--- config.mk ---
export PLATFORM = sky130hd
export DESIGN_NAME = argb_depth_converter_dither
export DESIGN_NICKNAME = d
export VERILOG_FILES = /design/src/hw/rtl/adcd_pkg.sv /design/src/hw/rtl/adcd_lane.sv /design/src/hw/rtl/adcd_position.sv /design/src/hw/rtl/argb_depth_converter_dither.sv
export SDC_FILE = /design/constraint.sdc
export NUM_CORES = 2
export LEC_CHECK = 0
export BUFFER_PORTS_ARGS = -buffer_cell sky130_fd_sc_hd__buf_2
export CELL_PAD_IN_SITES_DETAIL_PLACEMENT = 0
export CELL_PAD_IN_SITES_GLOBAL_PLACEMENT = 1
export CORE_UTILIZATION = 37
export CTS_CLUSTER_SIZE = 12
export DETAILED_ROUTE_END_ITERATION = 10
export PLACE_DENSITY = 0.68
export REMOVE_ABC_BUFFERS = 1
export SYNTH_ARGS = -nofsm -noshare
export SYNTH_HDL_FRONTEND = slang
export SYNTH_SLANG_ARGS = --single-unit
--- constraint.sdc ---
create_clock -name clk -period 6.4 [get_ports clk]
set_input_delay 0.32 -clock clk [delete_from_list [all_inputs] [get_ports clk]]
set_output_delay 0.32 -clock clk [all_outputs]
set_load 0.01 [all_outputs]
--- src/hw/rtl/adcd_pkg.sv ---
`timescale 1ns / 1ps
// ----------------------------------------------------------------------------
// ARGB depth converter package
// Depth and dither codes, register indexes, reset values, dither matrix.
// ----------------------------------------------------------------------------
package adcd_pkg;

  // channel depth codes (code 3 behaves as 16 bits)
  localparam logic [1:0] DEPTH_4  = 2'd0;
  localparam logic [1:0] DEPTH_8  = 2'd1;
  localparam logic [1:0] DEPTH_16 = 2'd2;

  // 8-to-4 path modes (code 3 behaves as plain scaling)
  localparam logic [1:0] DITHER_OFF    = 2'd0;
  localparam logic [1:0] DITHER_HALVED = 2'd1;
  localparam logic [1:0] DITHER_DIRECT = 2'd2;

  // configuration register indexes
  localparam logic [1:0] REG_SOURCE_DEPTH = 2'd0;
  localparam logic [1:0] REG_TARGET_DEPTH = 2'd1;
  localparam logic [1:0] REG_DITHER_MODE  = 2'd2;
  localparam logic [1:0] REG_LINE_WIDTH   = 2'd3;

  localparam int CFG_INDEX_W = 2;
  localparam int CFG_DATA_W  = 13;
  localparam int LINE_W      = 13;
  localparam int CHAN_W      = 16;

  localparam logic [1:0]        RST_SOURCE_DEPTH = DEPTH_8;
  localparam logic [1:0]        RST_TARGET_DEPTH = DEPTH_4;
  localparam logic [1:0]        RST_DITHER_MODE  = DITHER_HALVED;
  localparam logic [LINE_W-1:0] RST_LINE_WIDTH   = 13'd640;

  localparam int ADCD_MAX_LINE_WIDTH = 4096;

  // multiplier constants
  localparam logic [7:0]  K_T249    = 8'd249;    // dither pre-scale
  localparam logic [7:0]  K_DIV17   = 8'd241;    // floor(v/17)   = (v*241) >> 12
  localparam logic [16:0] K_DIV257  = 17'd65281; // floor(v/257)  = (v*65281) >> 24
  localparam logic [19:0] K_DIV4369 = 20'd983056;// floor(v/4369) = (v*983056) >> 32

  // 4x4 ordered dither matrix, index {row[1:0], column[1:0]}
  localparam logic [2:0] DITHER_MATRIX [16] = '{
    3'd0, 3'd4, 3'd1, 3'd5,
    3'd6, 3'd2, 3'd7, 3'd3,
    3'd1, 3'd5, 3'd0, 3'd4,
    3'd7, 3'd3, 3'd6, 3'd2
  };

  // per-pixel position info from the line tracker
  typedef struct packed {
    logic [2:0] dither;
    logic       last;
  } adcd_pos_t;

  // depth settings shared by all lanes
  typedef struct packed {
    logic [1:0] src;
    logic [1:0] dst;
    logic [1:0] mode;
  } adcd_mode_t;

endpackage

--- src/hw/rtl/adcd_lane.sv ---
`timescale 1ns / 1ps
// ----------------------------------------------------------------------------
// ARGB depth converter channel lane
// Converts a channel between 4, 8 and 16 bit depths; ordered dither on 8 to 4.
// ----------------------------------------------------------------------------
module adcd_lane
  import adcd_pkg::*;
(
  input  adcd_mode_t        cfg,
  input  logic [2:0]        dither,
  input  logic [CHAN_W-1:0] value,
  output logic [CHAN_W-1:0] result
);

  logic [3:0]  v4;
  logic [7:0]  v8;
  logic [15:0] prod_div17;
  logic [15:0] prod_t249;
  logic [32:0] prod_div257;
  logic [35:0] prod_div4369;
  logic [7:0]  t;
  logic [7:0]  sum_halved;
  logic [7:0]  sum_direct;
  logic [3:0]  down8_4;

  assign v4 = value[3:0];
  assign v8 = value[7:0];

  assign prod_div17   = {8'd0, v8} * {8'd0, K_DIV17};
  assign prod_t249    = {8'd0, v8} * {8'd0, K_T249};
  assign prod_div257  = {17'd0, value} * {16'd0, K_DIV257};
  assign prod_div4369 = {20'd0, value} * {16'd0, K_DIV4369};

  assign t          = prod_t249[15:8];
  assign sum_halved = {1'b0, t[7:1]} + {4'd0, dither, 1'b0};
  assign sum_direct = t + {5'd0, dither};

  always_comb begin
    case (cfg.mode)
      DITHER_HALVED: down8_4 = sum_halved[7:4];
      DITHER_DIRECT: down8_4 = sum_direct[7:4];
      default:       down8_4 = prod_div17[15:12];
    endcase
  end

  always_comb begin
    unique case (cfg.src)
      DEPTH_4: begin
        unique case (cfg.dst)
          DEPTH_4: result = {12'd0, v4};
          DEPTH_8: result = {8'd0, v4, v4};
          default: result = {v4, v4, v4, v4};
        endcase
      end
      DEPTH_8: begin
        unique case (cfg.dst)
          DEPTH_4: result = {12'd0, down8_4};
          DEPTH_8: result = {8'd0, v8};
          default: result = {v8, v8};
        endcase
      end
      default: begin
        unique case (cfg.dst)
          DEPTH_4: result = {12'd0, prod_div4369[35:32]};
          DEPTH_8: result = {8'd0, prod_div257[31:24]};
          default: result = value;
        endcase
      end
    endcase
  end

endmodule

--- src/hw/rtl/adcd_position.sv ---
`timescale 1ns / 1ps
// ----------------------------------------------------------------------------
// ARGB depth converter line tracker
// Column and row phase counters, dither pick and end-of-line flag.
// ----------------------------------------------------------------------------
module adcd_position
  import adcd_pkg::*;
#(
  parameter int MAX_LINE_WIDTH = ADCD_MAX_LINE_WIDTH
) (
  input  logic              clk,
  input  logic              rst,
  input  logic              advance,
  input  logic              start_of_image,
  input  logic [LINE_W-1:0] line_width,
  output adcd_pos_t         pos
);

  localparam int CW = $clog2(MAX_LINE_WIDTH);
  localparam int LW = (CW + 1 > LINE_W) ? CW + 1 : LINE_W;
  localparam logic [LW-1:0] MAX_W = LW'(MAX_LINE_WIDTH);

  logic [CW-1:0] column_count;
  logic [1:0]    row_phase;
  logic [CW-1:0] col_cur;
  logic [1:0]    row_cur;
  logic [LW-1:0] width_req;
  logic [LW-1:0] width_eff;

  // start of image restarts the raster before this pixel
  assign col_cur = start_of_image ? '0 : column_count;
  assign row_cur = start_of_image ? 2'd0 : row_phase;

  assign width_req = LW'(line_width);

  always_comb begin
    if (width_req == '0) begin
      width_eff = LW'(1);
    end else if (width_req > MAX_W) begin
      width_eff = MAX_W;
    end else begin
      width_eff = width_req;
    end
  end

  // at-or-past test also ends the line when the width shrinks mid-line
  assign pos.last   = (LW'(col_cur) >= (width_eff - LW'(1)));
  assign pos.dither = DITHER_MATRIX[{row_cur, col_cur[1:0]}];

  always_ff @(posedge clk) begin
    if (rst) begin
      column_count <= '0;
      row_phase    <= 2'd0;
    end else if (advance) begin
      if (pos.last) begin
        column_count <= '0;
        row_phase    <= row_cur + 2'd1;
      end else begin
        column_count <= col_cur + CW'(1);
        row_phase    <= row_cur;
      end
    end
  end

endmodule

--- src/hw/rtl/argb_depth_converter_dither.sv ---
`timescale 1ns / 1ps
// ----------------------------------------------------------------------------
// ARGB channel depth converter with ordered dither
// One ARGB pixel per transfer in, the same pixel at another depth out.
// ----------------------------------------------------------------------------
// Usage:
//   s_* stream: one pixel per transfer, tdata = alpha, red, green, blue
//     (16 bits each, from bit 0 up), tuser = start of image.
//   m_* stream: converted pixel, same tdata layout, tlast = end of line.
//   cfg_*: register writes (0 source depth, 1 target depth, 2 dither mode,
//     3 line width); always ready, write only while the stream is idle.
// Output: m_tvalid is registered and rises in the cycle after an input transfer.
// Throughput: one pixel per clock while m_tready is high. The four channel
//   lanes and the line tracker are all combinational ahead of a single
//   output register, so nothing iterates; the only limit is that register.
// Stall: s_tready drops only while the output register holds a pixel that
//   m_tready has not taken; when it is taken, a new pixel loads in the
//   same cycle, so a steady stream never loses a beat.
// Reset: rst (synchronous) empties the output register, clears the column
//   and row counters and loads 8-bit source, 4-bit target, halved dither,
//   640-pixel lines.
// ----------------------------------------------------------------------------
module argb_depth_converter_dither
  import adcd_pkg::*;
#(
  parameter int MAX_LINE_WIDTH = ADCD_MAX_LINE_WIDTH
) (
  input  logic                   clk,
  input  logic                   rst,
  // input pixels
  input  logic                   s_tvalid,
  output logic                   s_tready,
  input  logic [4*CHAN_W-1:0]    s_tdata,   // in_alpha, in_red, in_green, in_blue
  input  logic                   s_tuser,   // start_of_image
  // output pixels
  output logic                   m_tvalid,
  input  logic                   m_tready,
  output logic [4*CHAN_W-1:0]    m_tdata,   // out_alpha, out_red, out_green, out_blue
  output logic                   m_tlast,   // end_of_line
  // register writes
  input  logic                   cfg_valid,
  output logic                   cfg_ready,
  input  logic [CFG_INDEX_W-1:0] cfg_index,
  input  logic [CFG_DATA_W-1:0]  cfg_data
);

  logic [1:0]        source_depth;
  logic [1:0]        target_depth;
  logic [1:0]        dither_mode;
  logic [LINE_W-1:0] line_width;

  adcd_mode_t        mode;
  adcd_pos_t         pos;
  logic              in_xfer;
  logic [CHAN_W-1:0] lane_out [4];

  assign cfg_ready = 1'b1;

  always_ff @(posedge clk) begin
    if (rst) begin
      source_depth <= RST_SOURCE_DEPTH;
      target_depth <= RST_TARGET_DEPTH;
      dither_mode  <= RST_DITHER_MODE;
      line_width   <= RST_LINE_WIDTH;
    end else if (cfg_valid && cfg_ready) begin
      unique case (cfg_index)
        REG_SOURCE_DEPTH: source_depth <= cfg_data[1:0];
        REG_TARGET_DEPTH: target_depth <= cfg_data[1:0];
        REG_DITHER_MODE:  dither_mode  <= cfg_data[1:0];
        REG_LINE_WIDTH:   line_width   <= cfg_data[LINE_W-1:0];
      endcase
    end
  end

  assign mode.src  = source_depth;
  assign mode.dst  = target_depth;
  assign mode.mode = dither_mode;

  // output register free, or being emptied this cycle
  assign s_tready = !m_tvalid || m_tready;
  assign in_xfer  = s_tvalid && s_tready;

  adcd_position #(
    .MAX_LINE_WIDTH(MAX_LINE_WIDTH)
  ) u_position (
    .clk            (clk),
    .rst            (rst),
    .advance        (in_xfer),
    .start_of_image (s_tuser),
    .line_width     (line_width),
    .pos            (pos)
  );

  // one lane per channel, all sharing the same dither value
  for (genvar i = 0; i < 4; i++) begin : g_lane
    adcd_lane u_lane (
      .cfg    (mode),
      .dither (pos.dither),
      .value  (s_tdata[i*CHAN_W +: CHAN_W]),
      .result (lane_out[i])
    );
  end

  // merge stage: lanes and end-of-line flag into the output register
  always_ff @(posedge clk) begin
    if (rst) begin
      m_tvalid <= 1'b0;
    end else if (s_tready) begin
      m_tvalid <= s_tvalid;
    end
  end

  always_ff @(posedge clk) begin
    if (in_xfer) begin
      m_tdata <= {lane_out[3], lane_out[2], lane_out[1], lane_out[0]};
      m_tlast <= pos.last;
    end
  end

endmodule

[After elaboration in Yosys (flattened, before gate mapping)]
Memories as Yosys holds them, arrays and structs flattened.
Cells that the tools add are included.
Word-level totals
  register bits after elaboration: 99
  ROM bits: 48
  output and inout bits: 68
  input bits: 85
  memories: 1
  word-level logic and storage cells: 87
Memories
  (no name shown): words 16, width 3, rd ports 1, clocked after Yosys merged registers in 0, write ports 0, RTL line adcd_position.sv:48  | assign pos.dither = DITHER_MATRIX[{row_cur, col_cur[1:0]}];
Operators by class
  $lt $le $gt $ge: 3
  bitwise gates (word level): 1
  reduce and logical (&&, ||, !) cells: 11
  muxes and demuxes: 28
  multipliers: 16
  equality and inequality tests: 7
  add/subtract/negate cells: 11
Operator list (number)
  $pmux 16 s2: 16
  $mul 16x16->32 const B: 8
  $mul 8x8->16 const B: 8
  $add 7x4->8: 4
  $add 8x3->8: 4
  $pmux 4 s2: 4
  $mux 13: 2
  $mux 12: 2
  $ge 12x13->1: 1
  $gt 13x13->1 const B: 1
  $logic_not 13->1: 1
  $sub 13x1->13 const B: 1
  $add 12x1->12 const B: 1
  $eq 2x1->1 const B: 4
  $reduce_and 2->1: 4
  $eq 2x2->1 const B: 3
  $logic_not 2->1: 3
  $mux 3: 2
  $ge 5x5->1 const B: 1
  $not 4->5: 1
  $mux 2: 2
  $add 2x1->2 const B: 1
  $logic_and 1x1->1: 1
  $logic_not 1->1: 1
  $logic_or 1x1->1: 1

[Logic depth before layout (Yosys ltp)]
  word-level depth: 9
  mapped depth: 22
  gate-level depth less buffers: 22

[By module]
Synthesis repeated with hierarchy kept, for this count alone.
Unflattened totals
  cells, all modules: 3186
  area, all modules: 32197.1 um^2
By module, submodules not included
  adcd_lane (g_lane[0].u_lane ...): times used 2, cells an instance 708, area an instance 6971.7 um^2, sequential area each 0.0 um^2
  adcd_lane (g_lane[3].u_lane): times used 1, cells an instance 710, area an instance 7019.2 um^2, sequential area each 0.0 um^2
  adcd_lane (g_lane[2].u_lane): times used 1, cells an instance 715, area an instance 6964.2 um^2, sequential area each 0.0 um^2
  argb_depth_converter_dither: times used 1, cells an instance 152, area an instance 2841.5 um^2, sequential area each 2352.3 um^2
  adcd_position: times used 1, cells an instance 193, area an instance 1428.9 um^2, sequential area each 280.3 um^2

[Worst setup path after synthesis]
No wires, ideal clock.
  path kind: input to register
  start: input s_tdata[0]
  end: register m_tdata[2], data pin
  data arrival time: 5.705 ns
  library setup time: 0.262 ns
  stages: 20
  data required time: 6.138 ns
  path slack: 0.434 ns
  path buffers: 0
  cell sequence: fa_1 -> xor2_1 -> ha_1 -> fa_1 -> inv_1 -> fa_1 -> inv_1 -> ha_1 -> and4_4 -> a31o_4 -> a2111o_1 -> a31oi_1 -> xnor2_1 -> ha_1 -> and3_1 -> a221oi_1 -> nor3_1 -> xor2_1 -> a221oi_2 -> nor3_2
Between the ends
  cells in the longest elaborated chain, start to end: 5
  elaborated cells on any way between the ends: 10
  classes of those cells: add/sub: 2; mul: 4; mux: 4
RTL lines
  start, declared: RTL line argb_depth_converter_dither.sv:33  | input logic [4*CHAN_W-1:0] s_tdata,
  $mul 8x8->16: RTL line adcd_lane.sv:30  | assign prod_t249 = {8'd0, v8} * {8'd0, K_T249};
  $add 8x3->8 / $add 7x4->8 (equally long branches): RTL line adcd_lane.sv:36, adcd_lane.sv:35
  $pmux 4 s2: RTL line adcd_lane.sv:39  | case (cfg.mode)
  $pmux 16 s2: RTL line adcd_lane.sv:56  | unique case (cfg.dst)
  $pmux 16 s2 (*): RTL line adcd_lane.sv:47  | unique case (cfg.src)
  via g_lane[0].u_lane.result[2]: RTL line adcd_lane.sv:12  | output logic [CHAN_W-1:0] result
  end signal, assigned: RTL line argb_depth_converter_dither.sv:115  | m_tdata <= {lane_out[3], lane_out[2], lane_out[1], lane_out[0]};
  end, declared: RTL line argb_depth_converter_dither.sv:38  | output logic [4*CHAN_W-1:0] m_tdata,
Mark *: on every way through the listed nets, which the timed path passes. The rest lies on a longest branch.
A chain may end at the register's enable or synchronous reset.

[Worst setup path in the final report]
  start: input s_tdata[34]
  end: register m_tdata[33], data pin
Between the ends
  cells in the longest elaborated chain, start to end: 5
  elaborated cells on any way between the ends: 10
  classes of those cells: add/sub: 2; mul: 4; mux: 4
RTL lines (RTL line)
  $mul 8x8->16: adcd_lane.sv:30
  $add 8x3->8 / $add 7x4->8 (equally long branches): adcd_lane.sv:36, adcd_lane.sv:35
  $pmux 4 s2: adcd_lane.sv:39
  $pmux 16 s2: adcd_lane.sv:56
  $pmux 16 s2 (*): adcd_lane.sv:47
  via g_lane[2].u_lane.result[1]: adcd_lane.sv:12
Marked as above.

==> metrics.cfg <==
[outcome]
status = completed

[clock_network]
tritoncts = done
clock_sink_count = 99
numCtsBuffers = 9
clock_insertion_delay_worst_skew_ns = 0.40
post_cts.repair.setup_buffers = 0
clk_path_buf_depth = 2
post_cts_resized = 0
cts_hold_buf = 0
clk_pin_slew_worst_paths_ns = 0.09
cts_root_buf = sky130_fd_sc_hd__clkbuf_16
htree_levels = 3

[finish]
utilization = 0.4093
mostFrequentLayoutCells = 886 x sky130_fd_sc_hd__ha_1, 519 x sky130_fd_sc_hd__inv_1, 396 x sky130_fd_sc_hd__fa_1
design_area_um2 = 34310
share_of_cells_above_drive_strength_1 = 0.08835
layout_overhead_on_the_synthesized_area_pct = 9.292
filler_instances = 8407
instances_no_fill = 4440
final_common_cell = sky130_fd_sc_hd__ha_1
layout.nets = 4667

[sta]
hold_viol = 0
finClkSkew_ns = 0.008127
maxSlewViolCount = 0
fmax_ghz = 0.1672
period_minus_slack_ns = 5.980
tightestPinTransition_ns = 1.027
setup_tns_ns = 0
report.final.setup_viol = 0
grt_setup_unrepaired = false
timing.max_slew.rel_slack = 0.3135
final.period_utilization = 0.9344
hold-worst-slack_ns = 0.1348

[yosys]
syn-mean-instance-area_um2 = 10.11
synth-seq-area-share = 0.08387
ys_seq_elements = 99
syn-instance-count = 3106
synthArstFlopShare = 0
synth-edff-count = 65
synth.lib_cells_used.distinct = 95
postSynth.topFlopCell = sky130_fd_sc_hd__edfxtp_1
post_synth_instance_area_um2 = 31390
ys.warnings.count = 0

[placement]
post-dp-hpwl_mm = 70.71
post_dp_cell_area_um2 = 34000
io_buffer_count = 151
numPlacedInstances = 4423
finalWeightedCongestion = 0.8805

[drt]
initialDrtViolationCount = 962
vias_per_cell = 5.114
antenna_violating_nets_post_route = 0
remaining_drc_errors = 0
detailedRoute.firstPassIterationCount = 5
vias = 22708
wirelength_mm = 83.81
wire_per_inst_um = 18.88

[critical_path]
required_ns = 6.56
path_max_fanout = 7
worst_setup_path_start_kind = primary input
path_class = in -> reg
setup.worst_path.end_class = flop
arrival_ns = 6.14

[pwr]
static-leakage-power_nw = 18.12
power_density_nw_per_um2 = 416.2
maximum_ir_drop_on_the_vdd_rail_mv = 0.7002

[job]
drv.max_cap_violation_count = 0

[global_routing]
maximum_number_of_pins_on_one_net_before_global_route_repair = 49
wire_length_of_the_first_global_routing_pass_mm = 134.3
grt_pass1_vias = 24036
global_route.usage.total = 0.2021
antenna_found_initial = 1
grt.overflow.total = 0

[hold_path]
worst_hold_path_type = in -> reg

[die]
fp.coreArea_um2 = 83820
die_outline_width_um = 293.3
die_h_um = 293.3
io-pin-count = 153
num_rows = 106
initial_utilization = 0.3745
die_area_um2 = 86000

area by class of cell:
cell class	count	area, um^2	share of cell area
Clock buffer	10	250.2	0.007294
Clock inverter	6	57.56	0.001678
Antenna cell	1	2.502	0.00007294
Sequential cell	99	2636	0.07685
Tap cell	1134	1419	0.04136
Timing Repair Buffer	233	1371	0.03997
Multi-Input combinational cell	2435	26610	0.7756
Inverter	522	1962	0.05719
worst max-delay path: stages:
cell                        delay, ns
sky130_fd_sc_hd__buf_2           0.16
sky130_fd_sc_hd__fa_1            0.59
sky130_fd_sc_hd__xor2_1          0.24
sky130_fd_sc_hd__ha_1            0.29
sky130_fd_sc_hd__fa_1            0.54
sky130_fd_sc_hd__inv_1           0.05
sky130_fd_sc_hd__fa_1            0.53
sky130_fd_sc_hd__inv_1           0.04
sky130_fd_sc_hd__ha_1            0.30
sky130_fd_sc_hd__a21oi_1         0.19
sky130_fd_sc_hd__o21ai_2         0.14
sky130_fd_sc_hd__a2111oi_0       0.66
sky130_fd_sc_hd__nor4b_2         0.18
sky130_fd_sc_hd__nor2_1          0.15
sky130_fd_sc_hd__xnor2_1         0.18
sky130_fd_sc_hd__ha_1            0.31
sky130_fd_sc_hd__a21o_1          0.18
sky130_fd_sc_hd__a41oi_1         0.34
sky130_fd_sc_hd__or3_1           0.16
sky130_fd_sc_hd__nand3_1         0.10
sky130_fd_sc_hd__xnor2_1         0.14
sky130_fd_sc_hd__a311o_1         0.34
stage by stage:
step                      setup slack (ns)  power, mW
after detailed placement           0.08272      13.61
after floorplan                     0.4317      10.32
after global routing                0.1496      16.36
after CTS                           0.5149      14.45
final                               0.4197      14.28
after global placement              0.1426      13.59
worst paths after layout:
check | start | end | slack (ns) | cells past startpoint
max | s_tdata[34] | m_tdata[33]$_DFFE_PP_ | 0.42 | 22
min | cfg_data[9] | line_width[9]$_SDFFE_PP1P_ | 0.13 | 3
max reg2reg | line_width[6]$_SDFFE_PP0P_ | u_position.row_phase[1]$_SDFFE_PP0P_ | 2.68 | 15
min reg2reg | u_position.column_count[10]$_SDFFE_PP0P_ | u_position.column_count[10]$_SDFFE_PP0P_ | 0.45 | 2
flip-flops by register name (all words and copies together), names as in the netlist, 2 cells and up:
register,cells
u_position.column_count,12
target_depth,2
m_tdata,64
u_position.row_phase,2
line_width,13
dither_mode,2
source_depth,2
layer usage:
metal / part of all wire / global-route usage / routed length [um] / vias up
met5: 0.00016 / 0 / 13 / -
met4: 0.027 / 0.05488 / 2275 / 2
met3: 0.043 / 0.03192 / 3613 / 87
met2: 0.47 / 0.3376 / 39100 / 365
met1: 0.46 / 0.2701 / 38810 / 11069
li1: - / - / - / 11185
Yosys cell counts (9+ instances only):
cell type,n,share of area
sky130_fd_sc_hd__a2111oi_0,9,0.0025
sky130_fd_sc_hd__a211oi_1,14,0.0033
sky130_fd_sc_hd__a21o_1,56,0.013
sky130_fd_sc_hd__a21oi_1,100,0.016
sky130_fd_sc_hd__a221oi_1,15,0.0042
sky130_fd_sc_hd__a31oi_1,21,0.0042
sky130_fd_sc_hd__and2_1,13,0.0026
sky130_fd_sc_hd__and3_1,23,0.0046
sky130_fd_sc_hd__clkbuf_1,36,0.0043
sky130_fd_sc_hd__dfxtp_1,34,0.022
sky130_fd_sc_hd__edfxtp_1,65,0.062
sky130_fd_sc_hd__fa_1,396,0.25
sky130_fd_sc_hd__ha_1,886,0.35
sky130_fd_sc_hd__inv_1,519,0.062
sky130_fd_sc_hd__mux2i_1,46,0.015
sky130_fd_sc_hd__nand2_1,131,0.016
sky130_fd_sc_hd__nand2b_1,30,0.0060
sky130_fd_sc_hd__nand3_1,40,0.0064
sky130_fd_sc_hd__nand4_1,22,0.0044
sky130_fd_sc_hd__nor2_1,96,0.011
sky130_fd_sc_hd__nor2b_1,33,0.0066
sky130_fd_sc_hd__nor3_1,27,0.0043
sky130_fd_sc_hd__nor4_1,9,0.0018
sky130_fd_sc_hd__o211a_1,18,0.0057
sky130_fd_sc_hd__o211ai_1,35,0.0084
sky130_fd_sc_hd__o21a_1,17,0.0041
sky130_fd_sc_hd__o21ai_0,57,0.0091
sky130_fd_sc_hd__o21bai_1,9,0.0022
sky130_fd_sc_hd__o221ai_1,12,0.0033
sky130_fd_sc_hd__o22ai_1,21,0.0042
sky130_fd_sc_hd__o31ai_1,9,0.0022
sky130_fd_sc_hd__or3_1,14,0.0028
sky130_fd_sc_hd__xnor2_1,80,0.022
sky130_fd_sc_hd__xor2_1,62,0.017
report_power, final:
| part | internal, mW | switching (mW) | leakage [nW] | total [mW] |
|---|---|---|---|---|
| sequential | 0.761 | 0.0562 | 0.931 | 0.817 |
| clock | 0.301 | 0.353 | 0.153 | 0.654 |
| combinational | 5.69 | 7.12 | 17.0 | 12.8 |
| total | 6.75 | 7.53 | 18.1 | 14.3 |
cells by family after synthesis:
family / count (synthesis) / synth area share
adders and majority gates: 1283 / 0.6061
muxes: 48 / 0.01539
other: 1 / 0.0001195
AOI/OAI and AO/OA: 482 / 0.1081
DFF: 99 / 0.08387
and+or+nand+nor: 476 / 0.07625
xor gates and xnor gates: 145 / 0.04118
buffers and inverters: 572 / 0.06900
No activity file was read; power rests on OpenSTA's default activity.
